--- src/sv/frustum_plane_extract_and_cull_top_assert.svh ---
// ---------------------------------------------------------------------------
// Assertion macros for the frustum plane extraction and culling block
// Each macro samples on the rising clock edge and is disabled while in reset.
// ---------------------------------------------------------------------------
`ifndef FRUSTUM_PLANE_EXTRACT_AND_CULL_TOP_ASSERT_SVH
`define FRUSTUM_PLANE_EXTRACT_AND_CULL_TOP_ASSERT_SVH

// Consequent checked in the same cycle as the antecedent.
`define FPE_ASSERT_NOW(name, ante, cons, msg) \
  name: assert property (@(posedge clk) disable iff (rst) (ante) |-> (cons)) else $error(msg);

// Consequent checked in the cycle after the antecedent.
`define FPE_ASSERT_NEXT(name, ante, cons, msg) \
  name: assert property (@(posedge clk) disable iff (rst) (ante) |=> (cons)) else $error(msg);

`endif

--- src/sv/fpe_pkg.sv ---
// ---------------------------------------------------------------------------
// fpe_pkg
// Shared types and command codes of the frustum plane extraction block.
// ---------------------------------------------------------------------------
`timescale 1ns / 1ps
`default_nettype none
package fpe_pkg;

  localparam logic [1:0] CMD_LOAD  = 2'd0;
  localparam logic [1:0] CMD_POINT = 2'd1;
  localparam logic [1:0] CMD_BOX   = 2'd2;

  localparam int NUM_PLANES = 6;
  localparam int COEF_PER_PLANE = 4;

  typedef struct packed {
    logic [1:0]         cmd;
    logic [1:0]         row;
    logic signed [31:0] e0;
    logic signed [31:0] e1;
    logic signed [31:0] e2;
    logic signed [31:0] e3;
    logic signed [31:0] px;
    logic signed [31:0] py;
    logic signed [31:0] pz;
    logic [30:0]        rad;
  } item_t;

  typedef struct packed {
    logic in_view;
    logic kind;
  } res_t;

endpackage
`default_nettype wire

--- src/sv/fpe_front.sv ---
// ---------------------------------------------------------------------------
// fpe_front
// Accepts items, drops unused commands and queues the rest in two entries.
// ---------------------------------------------------------------------------
`timescale 1ns / 1ps
`default_nettype none
module fpe_front (
  input  wire logic           clk,
  input  wire logic           rst,
  input  wire logic           s_tvalid,
  output logic                s_tready,
  input  wire logic [263:0]   s_tdata,
  input  wire logic [1:0]     s_tuser,
  output logic                q_valid,
  input  wire logic           q_ready,
  output fpe_pkg::item_t      q_item
);

  fpe_pkg::item_t mem [2];
  fpe_pkg::item_t in_item;
  logic           wr_ptr;
  logic           rd_ptr;
  logic [1:0]     count;
  logic           push;
  logic           pop;

  always_comb begin
    in_item.cmd = s_tuser;
    in_item.row = s_tdata[1:0];
    in_item.e0  = s_tdata[33:2];
    in_item.e1  = s_tdata[65:34];
    in_item.e2  = s_tdata[97:66];
    in_item.e3  = s_tdata[129:98];
    in_item.px  = s_tdata[161:130];
    in_item.py  = s_tdata[193:162];
    in_item.pz  = s_tdata[225:194];
    in_item.rad = s_tdata[256:226];
  end

  assign s_tready = (count != 2'd2);
  assign push     = s_tvalid && s_tready &&
                    (s_tuser inside {fpe_pkg::CMD_LOAD, fpe_pkg::CMD_POINT, fpe_pkg::CMD_BOX});
  assign q_valid  = (count != 2'd0);
  assign pop      = q_valid && q_ready;
  assign q_item   = mem[rd_ptr];

  always_ff @(posedge clk) begin
    if (push) begin
      mem[wr_ptr] <= in_item;
    end
  end

  always_ff @(posedge clk) begin
    if (rst) begin
      wr_ptr <= 1'b0;
      rd_ptr <= 1'b0;
      count  <= 2'd0;
    end else begin
      if (push) begin
        wr_ptr <= ~wr_ptr;
      end
      if (pop) begin
        rd_ptr <= ~rd_ptr;
      end
      count <= count + {1'b0, push} - {1'b0, pop};
    end
  end

endmodule
`default_nettype wire

--- config.mk ---
export PLATFORM = sky130hd
export DESIGN_NAME = fpe_front
export DESIGN_NICKNAME = d
export VERILOG_FILES = /design/src/sv/frustum_plane_extract_and_cull_top_assert.svh /design/src/sv/fpe_pkg.sv /design/src/sv/fpe_front.sv
export SDC_FILE = /design/constraint.sdc
export NUM_CORES = 1
export LEC_CHECK = 0
export ABC_AREA = 1
export BUFFER_PORTS_ARGS = -buffer_cell sky130_fd_sc_hd__buf_2
export CAP_MARGIN = 10
export CORE_AREA = 2 2 204 206
export DETAILED_ROUTE_END_ITERATION = 6
export DIE_AREA = 0 0 206 208
export PLACE_DENSITY = 0.74
export SETUP_SLACK_MARGIN = 0.5
export SLEW_MARGIN = 10
export SYNTH_ARGS = -nofsm -noshare
export SYNTH_HDL_FRONTEND = slang
export SYNTH_SLANG_ARGS = --single-unit
--- constraint.sdc ---
create_clock -name clk -period 17 [get_ports clk]
set_input_delay 0.85 -clock clk [delete_from_list [all_inputs] [get_ports clk]]
set_output_delay 0.85 -clock clk [all_outputs]
set_load 0.01 [all_outputs]
==> qor.tcl, run 1 <==
set qor(reg2reg_slack_ps) 13320
set qor(worstSetupPathDepth) 4
set qor(period_minus_slack_ps) 4320
set qor(ff_latch_count_synth) 523
set qor(cp_common_cell) {sky130_fd_sc_hd__buf_4}
set qor(area_fraction_of_the_dominant_cell_type_after_synthesis_pct) 78.6
set qor(clk_latency_ps) 580
set qor(synthCells) 844
set qor(grt_usage_pct) 18.3
set qor(dr.first_iter.drc_count) 422
set qor(cts_htree_levels) 2
set qor(commonest_cells_post_synth) {sky130_fd_sc_hd__edfxtp_1, sky130_fd_sc_hd__mux2_4, sky130_fd_sc_hd__mux2_2}
set qor(maxSlewViolCount) 0
set qor(r2r-start) {count[0]}
set qor(global_route.usage.met3_pct) 8.18
set qor(most_instantiated_library_cell_after_synthesis) {sky130_fd_sc_hd__edfxtp_1}
set qor(cap_violations) 0
set qor(clock.fmax_mhz) 232
set qor(setup_tns_final_ps) 0
set qor(worstMarginPinSlew_ps) 1220
set qor(clock-sinks) 523
set qor(critPathCapture) {q_item[26]}
set qor(cts_tree) {yes}
set qor(rsz0062_at_grt) {no}
set qor(p_per_area_mw_per_mm2) 142
set qor(routed_via_density) 4.92
set qor(result_of_the_run) {finished, final reports clean}
set qor(detailed_place.area_sq_mm) 0.0229
set qor(dieArea_sq_mm) 0.0428
set qor(post-cts-setup-buffers) 0
set qor(final_antenna_net_count) 0
set qor(drc_errors) 0
set qor(numPortBuffers) 523
set qor(design.final.nets) 1673
set qor(static-leakage-power_nw) 9.46
set qor(slowest_stage) {sky130_fd_sc_hd__buf_4}
set qor(yosysUniqueCellTypes) 14
set qor(timing.final.crit_share_pct) 25.4
set qor(cts-buffers-inserted) 51
set qor(area_growth_syn_to_layout_pct) 23.8
set qor(synthArstFlopShare_pct) 0
set qor(die_y_um) 208
set qor(final_setup_violations) 0
set qor(die_x_extent_um) 206
set qor(place_hpwl_um) 27900
set qor(gpl.final_weighted_congestion) 0.756
set qor(num_vias) 9792
set qor(initial_core_util_pct) 48.8
set qor(synth_area_leaders) {sky130_fd_sc_hd__edfxtp_1, sky130_fd_sc_hd__mux2_4, sky130_fd_sc_hd__mux2_2}
set qor(seq_area_frac_synth_pct) 79.2
set qor(setup.worst_path.start_class) {register}
set qor(synth_flop_cell) {sky130_fd_sc_hd__edfxtp_1}
set qor(wp_data_arrival_ps) 3470
set qor(met1_usage_pct) 20.2
set qor(critical-path-top-delay-family) {buffers and inverters}
set qor(number_of_antenna_violations_at_the_first_check_in_global_routing) 23
set qor(critical_path.cell_chain) {buf_4 -> buf_4 -> mux2_2 -> buf_2}
set qor(total_core_area_sq_mm) 0.0406
set qor(critPathKind) {register to primary output}
set qor(crit_fanout) 51
set qor(power.ir.vdd_worst_v) 0.0000999
set qor(root_buf_cell) {sky130_fd_sc_hd__clkbuf_16}
set qor(cts.path.max_buffers) 3
set qor(number_of_rows_created_at_floorplan) 74
set qor(grt_start_max_net_pins) 133
set qor(clk_pin_slew_worst_paths_ps) 60
set qor(detail_route.wl_per_cell_um) 20.4
set qor(ff2ff_path_depth) 6
set qor(worst_setup_path_end_kind) {primary output}
set qor(cp.required_ps) 16150
set qor(path_buf_inv) 3
set qor(cp_slowest_stage_delay_ps) 780
set qor(finClkSkew_ps) 22.9
set qor(finalWirelength_um) 40500
set qor(capturing_point_of_the_worst_reg2reg_path) {mem[1][49]}
set qor(post_cts_hold_buffer_count) 0
set qor(syn_area_per_cell_sq_um) 23.4
set qor(slew_headroom_pct) 18.8
set qor(wire_length_of_the_first_global_routing_pass_um) 58500
set qor(grt.met2_usage_pct) 30.7
set qor(synthesis.nets) 1115
set qor(grt_pass1_vias) 10100
set qor(min_from) {s_tdata[254]}
set qor(final_cell_area_sq_mm) 0.0245
set qor(dr.pass1.iters) 4
set qor(synth_enable_flop_cells) 518
set qor(drive_above_1_share_pct) 59.9
set qor(netlist_area_sq_mm) 0.0198
set qor(ports_placed_on_the_boundary) 531
set qor(hold_class) {input pin to register}
set qor(finalHoldViolCount) 0
set qor(synthesis.yosys.warnings) 0
set qor(cts.repair.resized) 0
set qor(total_global_routing_overflow) 0
set qor(post-synth-top-area-cell) {sky130_fd_sc_hd__edfxtp_1}
set qor(grt_busiest_layer) {met2}
[cell type report]
cell class | instances | area [sq um]
fillers | 2958 | 16100
flip-flops and latches | 523 | 15700
multi-input cells | 283 | 3800
repair buffers | 534 | 2710
clock buffers | 63 | 1360
well taps | 532 | 666
clock inverters | 31 | 205
diodes | 15 | 37.5
inverters | 9 | 33.8
[cells in the final DEF, fill, tap and decap left out]
cell / instances
sky130_fd_sc_hd__a21oi_1: 3
sky130_fd_sc_hd__buf_12: 1
sky130_fd_sc_hd__buf_2: 523
sky130_fd_sc_hd__buf_4: 10
sky130_fd_sc_hd__bufinv_16: 2
sky130_fd_sc_hd__clkbuf_1: 10
sky130_fd_sc_hd__clkbuf_16: 53
sky130_fd_sc_hd__clkinv_1: 15
sky130_fd_sc_hd__clkinv_2: 8
sky130_fd_sc_hd__clkinv_4: 1
sky130_fd_sc_hd__clkinvlp_4: 3
sky130_fd_sc_hd__dfxtp_1: 4
sky130_fd_sc_hd__dfxtp_4: 1
sky130_fd_sc_hd__diode_2: 15
sky130_fd_sc_hd__edfxtp_1: 518
sky130_fd_sc_hd__ha_1: 1
sky130_fd_sc_hd__inv_1: 9
sky130_fd_sc_hd__inv_6: 2
sky130_fd_sc_hd__mux2_2: 57
sky130_fd_sc_hd__mux2_4: 202
sky130_fd_sc_hd__nand2_1: 8
sky130_fd_sc_hd__nand3_1: 2
sky130_fd_sc_hd__nor2_1: 5
sky130_fd_sc_hd__nor2_4: 2
sky130_fd_sc_hd__o21ai_0: 2
sky130_fd_sc_hd__xor2_1: 1
[registers in the layout (all words and copies together), names as in the netlist, named ones only]
| register | count |
|---|---|
| mem | 518 |
| rd_ptr | 1 |
| wr_ptr | 1 |
| count | 2 |
[per-layer routing]
metal,part of all wire (%),routed length (um)
met1,36,14500
met2,49,20000
met3,12,4800
met4,2.9,1160
met5,0.23,92
[metrics by stage]
stage	hold WS [ps]	util, %	setup slack [ps]	instances	power, mW
floorplan	447	-	4230	844	2.24
global placement	451	56.4	12730	1881	2.44
detailed placement	465	56.4	12710	1881	2.46
CTS	411	60.3	12600	1975	3.52
global route	424	60.3	12520	1985	3.62
finish	453	60.4	12680	1990	3.47
[cell families (layout without fill, tap and decap cells)]
family / count (synthesis) / in the layout / share of synthesized area (%)
buffers and inverters: 38 / 637 / 1.70
AO/OA/AOI/OAI: 5 / 5 / 0.127
multiplexers: 259 / 259 / 18.6
other: 0 / 15 / 0
flip-flops: 523 / 523 / 79.2
XOR/XNOR: 1 / 1 / 0.0443
adder cells (fa/ha/maj): 1 / 1 / 0.0633
AND/OR/NAND/NOR: 17 / 17 / 0.335
[report_power, final]
part	internal (mW)	switching, mW	total [mW]	leakage (nW)
Clock	0.599	0.454	1.05	0.762
Sequential	1.58	0.0445	1.63	4.84
Combinational	0.393	0.402	0.795	3.86
Total	2.57	0.900	3.47	9.46
[how the worst min path moves through the flow]
stage / end / slack (ps) / depth (start not counted)
after floorplan: register / 450 / 2
after global placement: register / 450 / 2
after detailed placement: register / 470 / 2
after CTS: mem[0][66] / 410 / 1
after global routing: mem[1][143] / 420 / 1
final: mem[1][28] / 450 / 1
No activity file was read; power rests on OpenSTA's default activity.
==> inputs of run 2 (changes only) <==
ABC_AREA = 0   (was 1)
CORE_AREA = 2 2 206 208   (was 2 2 204 206)
DIE_AREA = 0 0 208 210   (was 0 0 206 208)
PLACE_DENSITY = 0.7   (was 0.74)
clock period = 4 ns   (was 17 ns; I/O delays follow)
==> qor.tcl, run 2 <==
set qor(root_buf_cell) {sky130_fd_sc_hd__clkbuf_16} ;# unchanged
set qor(gpl.final_weighted_congestion) 0.782 ;# was 0.756
set qor(wp_data_arrival_ps) 2530 ;# was 3470 ps
set qor(path_buf_inv) 2 ;# was 3
set qor(setup.worst_path.start_class) {register} ;# unchanged
set qor(die_x_extent_um) 208 ;# was 206 um
set qor(layout_top_registers) {mem (518), count (2)} ;# unchanged
set qor(num_vias) 11000 ;# was 9792
set qor(p_per_area_mw_per_mm2) 530 ;# was 142 mW/mm^2
set qor(total_global_routing_overflow) 0 ;# unchanged
set qor(total_switching_power_mw) 3.61 ;# was 0.900 mW
set qor(worstSetupPathDepth) 3 ;# was 4
set qor(cts_htree_levels) 2 ;# unchanged
set qor(area_growth_syn_to_layout_pct) 40.8 ;# was 23.8%
set qor(synth_area_leaders) {sky130_fd_sc_hd__edfxtp_1, sky130_fd_sc_hd__mux2_1, sky130_fd_sc_hd__buf_2} ;# was sky130_fd_sc_hd__edfxtp_1, sky130_fd_sc_hd__mux2_4, sky130_fd_sc_hd__mux2_2
set qor(worstMarginPinSlew_ps) 968 ;# was 1220 ps
set qor(crit_fanout) 55 ;# was 51
set qor(critical-path-top-delay-family) {flip-flops} ;# was buffers and inverters
set qor(clock.fmax_mhz) 367
set qor(design.final.nets) 1942 ;# was 1673
set qor(sequentialPowerShare_pct) 48.0 ;# was 46.8%
set qor(hold_class) {input pin to register} ;# unchanged
set qor(power_switching_share_pct) 25.6 ;# was 25.9%
set qor(dr.first_iter.drc_count) 457 ;# was 422
set qor(power.ir.vdd_worst_v) 0.000500 ;# was 0.0000999 V
set qor(synthesis.yosys.warnings) 0 ;# unchanged
set qor(drc_errors) 0 ;# unchanged
set qor(cts.repair.resized) 0 ;# unchanged
set qor(final_setup_violations) 0 ;# unchanged
set qor(final_core_util_pct) 64.2 ;# was 60.4%
set qor(period_minus_slack_ps) 2730
set qor(clock-sinks) 523 ;# unchanged
set qor(register_with_the_most_flip_flops) {mem} ;# unchanged
set qor(number_of_antenna_violations_at_the_first_check_in_global_routing) 4 ;# was 23
set qor(final_cell_count_no_fill) 2251 ;# was 1990
set qor(initial_core_util_pct) 45.6 ;# was 48.8%
set qor(slowest_stage) {sky130_fd_sc_hd__dfxtp_4} ;# was sky130_fd_sc_hd__buf_4
set qor(synthCells) 837 ;# was 844
set qor(maxSlewViolCount) 0 ;# unchanged
set qor(seq_area_frac_synth_pct) 82.8 ;# was 79.2%
set qor(synth_enable_flop_cells) 518 ;# unchanged
set qor(most_instantiated_library_cell_after_synthesis) {sky130_fd_sc_hd__edfxtp_1} ;# unchanged
set qor(layout.cells.most_common) {sky130_fd_sc_hd__buf_2} ;# unchanged
set qor(layout_common_cells) {sky130_fd_sc_hd__buf_2, sky130_fd_sc_hd__edfxtp_1, sky130_fd_sc_hd__dlygate4sd3_1} ;# was sky130_fd_sc_hd__buf_2, sky130_fd_sc_hd__edfxtp_1, sky130_fd_sc_hd__mux2_4
set qor(netlist_area_sq_mm) 0.0189 ;# was 0.0198 sq mm
set qor(commonest_cells_post_synth) {sky130_fd_sc_hd__edfxtp_1, sky130_fd_sc_hd__mux2_1, sky130_fd_sc_hd__buf_2} ;# was sky130_fd_sc_hd__edfxtp_1, sky130_fd_sc_hd__mux2_4, sky130_fd_sc_hd__mux2_2
set qor(cts.path.max_buffers) 3 ;# unchanged
set qor(final_antenna_net_count) 0 ;# unchanged
set qor(clk_pin_slew_worst_paths_ps) 60 ;# about the same
set qor(drive_above_1_share_pct) 36.8 ;# was 59.9%
set qor(yosysUniqueCellTypes) 23 ;# was 14
set qor(place_hpwl_um) 28200 ;# was 27900 um
set qor(grt_usage_pct) 19.8 ;# was 18.3%
set qor(pwr-share-clk_pct) 32.7 ;# was 30.3%
set qor(r2r-start) {count[0]} ;# unchanged
set qor(syn_area_per_cell_sq_um) 22.6 ;# was 23.4 sq um
set qor(ff2ff_path_depth) 5 ;# was 6
set qor(capturing_point_of_the_worst_reg2reg_path) {mem[0][111]} ;# was mem[1][49]
set qor(cp_slowest_stage_delay_ps) 930 ;# was 780 ps
set qor(reg2reg_slack_ps) 1770 ;# was 13320 ps
set qor(critical_path.cell_chain) {buf_4 -> mux2_1 -> buf_2} ;# was buf_4 -> buf_4 -> mux2_2 -> buf_2
set qor(cts-buffers-inserted) 51 ;# unchanged
set qor(detail_route.wl_per_cell_um) 19.7 ;# was 20.4 um
set qor(placed_cells_incl_taps) 1897 ;# was 1881
set qor(ports_placed_on_the_boundary) 531 ;# unchanged
set qor(post-synth-top-area-cell) {sky130_fd_sc_hd__edfxtp_1} ;# unchanged
set qor(numPortBuffers) 523 ;# unchanged
set qor(dr.pass1.iters) 4 ;# unchanged
set qor(worst_setup_path_end_kind) {primary output} ;# unchanged
set qor(static-leakage-power_nw) 10.0 ;# was 9.46 nW
set qor(post-cts-setup-buffers) 0 ;# unchanged
set qor(finClkSkew_ps) 27.3 ;# was 22.9 ps
set qor(min_from) {q_ready} ;# was s_tdata[254]
set qor(setup_tns_final_ps) 0 ;# unchanged
set qor(rsz0062_at_grt) {no} ;# unchanged
set qor(number_of_rows_created_at_floorplan) 75 ;# was 74
set qor(critPathKind) {register to primary output} ;# unchanged
set qor(slew_headroom_pct) 35.5 ;# was 18.8%
set qor(total_core_area_sq_mm) 0.0415 ;# was 0.0406 sq mm
set qor(largest_register_ff_count) 518 ;# unchanged
set qor(cell_int_power_mw) 10.5 ;# was 2.57 mW
set qor(min_path_cells) 4 ;# was 1
set qor(routed_via_density) 4.88 ;# was 4.92
set qor(cts_tree) {yes} ;# unchanged
set qor(grt_pass1_vias) 11700 ;# was 10100
set qor(dieArea_sq_mm) 0.0437 ;# was 0.0428 sq mm
set qor(grt_start_max_net_pins) 113 ;# was 133
set qor(synth_flop_cell) {sky130_fd_sc_hd__edfxtp_1} ;# unchanged
set qor(pwr-share-comb_pct) 19.3 ;# was 22.9%
set qor(area_fraction_of_the_dominant_cell_type_after_synthesis_pct) 82.3 ;# was 78.6%
set qor(synthArstFlopShare_pct) 0 ;# unchanged
set qor(finalWirelength_um) 44400 ;# was 40500 um
set qor(timing.final.crit_share_pct) 68.2
set qor(finalHoldViolCount) 0 ;# unchanged
set qor(synthesis.nets) 1108 ;# was 1115
set qor(cp.required_ps) 3800 ;# was 16150 ps
set qor(wire_length_of_the_first_global_routing_pass_um) 66500 ;# was 58500 um
set qor(cap_violations) 0 ;# unchanged
set qor(clk_latency_ps) 580 ;# about the same
set qor(result_of_the_run) {finished, final reports clean} ;# unchanged
set qor(ff_latch_count_synth) 523 ;# unchanged
set qor(die_y_um) 210 ;# was 208 um
run 2: cell count changes in the layout (fill, tap and decap cells not counted), moves of 2 or more:
cell | previous run | this run
sky130_fd_sc_hd__dlygate4sd3_1 | 0 | 260
sky130_fd_sc_hd__mux2_1 | 0 | 259
sky130_fd_sc_hd__mux2_4 | 202 | 1
sky130_fd_sc_hd__mux2_2 | 57 | 0
sky130_fd_sc_hd__diode_2 | 15 | 4
sky130_fd_sc_hd__inv_1 | 9 | 0
sky130_fd_sc_hd__buf_12 | 1 | 9
sky130_fd_sc_hd__buf_4 | 10 | 18
sky130_fd_sc_hd__nand2_1 | 8 | 2
sky130_fd_sc_hd__clkinv_1 | 15 | 12
sky130_fd_sc_hd__bufinv_16 | 2 | 4
sky130_fd_sc_hd__clkbuf_1 | 10 | 8
sky130_fd_sc_hd__clkinv_2 | 8 | 6
run 2: worst min-delay path: cells and delay by family:
family | cells | cell delay [ps]
simple gates | 2 | 160
xor+xnor | 1 | 80
buf+inv | 1 | 130
run 2: power by group through the flow:
stage,Combinational [mW],Clock (mW),Sequential [mW]
detailed placement,2.50,0,6.89
CTS,2.73,4.71,6.77
global route,2.91,4.93,6.81
finish,2.72,4.61,6.77
floorplan,1.41,0,6.84
global placement,2.48,0,6.85
run 2: per-layer routing:
layer / up-vias / share of wire (%) / GRT usage, %
li1: 5014 / - / -
met1: 5445 / 37 / 22.2
met2: 439 / 52 / 35.5
met3: 87 / 7.6 / 5.66
met4: 0 / 3.3 / 7.92
met5: - / 0 / 0
run 2: cell type report:
type	instances	area [sq um]
Fill cell	2780	14900
Sequential cell	523	15700
Antenna cell	4	10.0
Clock buffer	61	1360
Clock inverter	29	254
Multi-Input combinational cell	285	3120
Tap cell	539	674
Timing Repair Buffer	810	5540
run 2: logic make-up (layout without fill, tap and decap cells):
| family | Yosys count | in the layout | synth area share (%) |
|---|---|---|---|
| compound gates | 5 | 5 | 0.219 |
| xor+xnor | 2 | 2 | 0.0927 |
| fa+ha+maj | 1 | 1 | 0.0662 |
| buf+inv | 29 | 900 | 0.775 |
| flops | 523 | 523 | 82.8 |
| mux | 260 | 260 | 15.5 |
| other cells | 0 | 4 | 0 |
| simple gates | 17 | 17 | 0.483 |
run 2: worst max-delay path by stage:
stage               startpoint           to  slack [ps]
floorplan             count[0]    mem[0][0]        -820
global placement    s_tuser[0]  mem[0][206]        1650
detailed placement  s_tuser[0]  mem[1][111]        1620
CTS                   register   q_item[42]        1210
global route          register   q_item[42]        1140
finish                register   q_item[42]        1270
run 2: what timing repair did:
item                                   4_1_cts  5_1_grt
endpoints found under the hold margin      523        0
hold buffers                               260        0
setup endpoints to repair                    0        0
run 2: through the flow:
step	hold slack (ps)	cell area, sq um	setup WS, ps	total power, mW
global route	62.2	26600	1140	14.7
floorplan	264	18900	-822	8.26
detailed placement	391	22400	1620	9.38
global placement	387	22400	1650	9.34
finish	50.6	26600	1270	14.1
CTS	12.1	26600	1210	14.2
==> inputs of run 3 (changes only) <==
ABC_AREA = 1   (was 0)
CORE_AREA = 2 2 204 206   (was 2 2 206 208)
DIE_AREA = 0 0 206 208   (was 0 0 208 210)
PLACE_DENSITY = 0.74   (was 0.7)
clock period = 2.7 ns   (was 4 ns; I/O delays follow)
==> qor.tcl, run 3 (synthesis gave the netlist of run 1 again) <==
set qor(wire_length_of_the_first_global_routing_pass_um) 69400 ;# was 66500 um
set qor(register_with_the_most_flip_flops) {mem} ;# unchanged
set qor(setup_tns_final_ps) 0 ;# unchanged
set qor(cp_slowest_stage_delay_ps) 450 ;# was 930 ps
set qor(worst_setup_path_end_kind) {primary output} ;# unchanged
set qor(finalWirelength_um) 47300 ;# was 44400 um
set qor(total_core_area_sq_mm) 0.0406 ;# was 0.0415 sq mm
set qor(largest_register_ff_count) 518 ;# unchanged
set qor(finalHoldViolCount) 0 ;# unchanged
set qor(cap_violations) 0 ;# unchanged
set qor(dieArea_sq_mm) 0.0428 ;# was 0.0437 sq mm
set qor(critPathKind) {register to primary output} ;# unchanged
set qor(routed_via_density) 4.93 ;# was 4.88
set qor(result_of_the_run) {finished, final reports clean} ;# unchanged
set qor(detailed_place.area_sq_mm) 0.0232 ;# was 0.0224 sq mm
set qor(slew_headroom_pct) 49.5 ;# was 35.5%
set qor(die_x_extent_um) 206 ;# was 208 um
set qor(number_of_rows_created_at_floorplan) 74 ;# was 75
set qor(detail_route.wl_per_cell_um) 20.9 ;# was 19.7 um
set qor(final_cell_count_no_fill) 2260 ;# was 2251
set qor(worstMarginPinSlew_ps) 758 ;# was 968 ps
set qor(ports_placed_on_the_boundary) 531 ;# unchanged
set qor(layout.cells.most_common) {sky130_fd_sc_hd__buf_2} ;# unchanged
set qor(total_global_routing_overflow) 0 ;# unchanged
set qor(dr.pass1.iters) 4 ;# unchanged
set qor(timing.hold.ws_ps) 274 ;# was 50.6 ps
set qor(rsz0062_at_grt) {yes} ;# was no
set qor(crit_fanout) 29 ;# was 55
set qor(grt_start_max_net_pins) 114 ;# was 113
set qor(die_y_um) 208 ;# was 210 um
set qor(grt_usage_pct) 21.4 ;# was 19.8%
set qor(timing.final.crit_share_pct) 79.8
set qor(clk_latency_ps) 590 ;# was 580 ps
set qor(path_buf_inv) 3 ;# was 2
set qor(maxSlewViolCount) 0 ;# unchanged
set qor(layout_top_registers) {mem (518), count (2)} ;# unchanged
set qor(cts_tree) {yes} ;# unchanged
set qor(cts_htree_levels) 2 ;# unchanged
set qor(clk_pin_slew_worst_paths_ps) 60 ;# about the same
set qor(area_growth_syn_to_layout_pct) 38.3 ;# was 40.8%
set qor(finClkSkew_ps) 24.9 ;# was 27.3 ps
set qor(dr.first_iter.drc_count) 579 ;# was 457
set qor(cp.required_ps) 2570 ;# was 3800 ps
set qor(setup.worst_path.start_class) {register} ;# unchanged
set qor(hold_class) {input pin to register} ;# unchanged
set qor(gpl.final_weighted_congestion) 0.756 ;# was 0.782
set qor(clock.fmax_mhz) 464
set qor(num_vias) 11100 ;# was 11000
set qor(numPortBuffers) 523 ;# unchanged
set qor(initial_core_util_pct) 48.8 ;# was 45.6%
set qor(drive_above_1_share_pct) 51.2 ;# was 36.8%
set qor(final_cell_area_sq_mm) 0.0274 ;# was 0.0266 sq mm
set qor(wp_data_arrival_ps) 2020 ;# was 2530 ps
set qor(final_antenna_net_count) 0 ;# unchanged
set qor(static-leakage-power_nw) 10.7 ;# was 10.0 nW
set qor(critical-path-top-delay-family) {buffers and inverters} ;# was flip-flops
set qor(final_core_util_pct) 67.5 ;# was 64.2%
set qor(placed_cells_incl_taps) 1897 ;# unchanged
set qor(period_minus_slack_ps) 2150
set qor(cts-buffers-inserted) 51 ;# unchanged
set qor(root_buf_cell) {sky130_fd_sc_hd__clkbuf_16} ;# unchanged
set qor(clock-sinks) 523 ;# unchanged
set qor(drc_errors) 0 ;# unchanged
set qor(place_hpwl_um) 29000 ;# was 28200 um
set qor(grt_pass1_vias) 12200 ;# was 11700
set qor(cts.path.max_buffers) 3 ;# unchanged
set qor(p_per_area_mw_per_mm2) 822 ;# was 530 mW/mm^2
set qor(power.ir.vdd_worst_v) 0.000643 ;# was 0.000500 V
set qor(design.final.nets) 1955 ;# was 1942
set qor(number_of_antenna_violations_at_the_first_check_in_global_routing) 6 ;# was 4
set qor(final_setup_violations) 0 ;# unchanged
set qor(slowest_stage) {sky130_fd_sc_hd__dfxtp_4} ;# unchanged
set qor(critical_path.cell_chain) {buf_12 -> buf_16 -> mux2_4 -> buf_2} ;# was buf_4 -> mux2_1 -> buf_2
set qor(layout_common_cells) {sky130_fd_sc_hd__buf_2, sky130_fd_sc_hd__edfxtp_1, sky130_fd_sc_hd__dlygate4sd3_1} ;# unchanged
## run 3: cell count changes in the layout (fill, tap and decap cells not counted), moves of 5 or more
cell	previous run	this run
sky130_fd_sc_hd__mux2_2	0	57
sky130_fd_sc_hd__clkbuf_1	8	14
sky130_fd_sc_hd__nand2_1	2	7
sky130_fd_sc_hd__mux2_4	1	202
sky130_fd_sc_hd__inv_1	0	8
sky130_fd_sc_hd__mux2_1	259	0
## run 3: final cells by class
type / count / area, sq um
diodes: 7 / 17.5
clock buffers: 67 / 1380
clock inverters: 23 / 143
fillers: 2567 / 13200
inverters: 9 / 33.8
multi-input cells: 283 / 3820
flip-flops and latches: 523 / 15700
well taps: 532 / 666
repair buffers: 816 / 5630
## run 3: worst paths after layout
check	to	cells past startpoint	startpoint	slack, ps
hold / removal	mem[1][63]	2	s_tdata[162]	270
setup reg to reg	mem[1][232]	5	count[1]	910
setup / recovery	q_item[163]	4	register	550
hold reg to reg	register	2	rd_ptr	480
## run 3: metal layers
metal  up-vias  global-route usage, %  share of wire [%]  routed length [um]
met5         -                      0                  0                   0
met4         0                   6.35                2.6                1220
met3        73                   6.66                8.6                4050
met2       470                   39.2                 53               25000
met1      5553                   23.7                 36               17000
li1       5045                      -                  -                   -
## run 3: power by group
part           internal (mW)  total, mW  switching (mW)
clock network           3.68       6.57            2.89
logic                   2.86       5.71            2.84
registers               9.96       10.2           0.249
total                   16.5       22.5            5.98
## run 3: stage by stage
stage	setup slack, ps	power [mW]
final	545	22.5
after global routing	460	23.3
after CTS	490	22.5
after detailed placement	923	15.7
after global placement	916	15.6
after floorplan	-2180	13.8
## run 3: what timing repair did
item / CTS / global route
setup endpoints to repair: 201 / 52
endpoints found under the hold margin: 523 / 0
gates resized for setup: 1 / 0
hold buffers: 262 / 0
setup buffers: 4 / 0
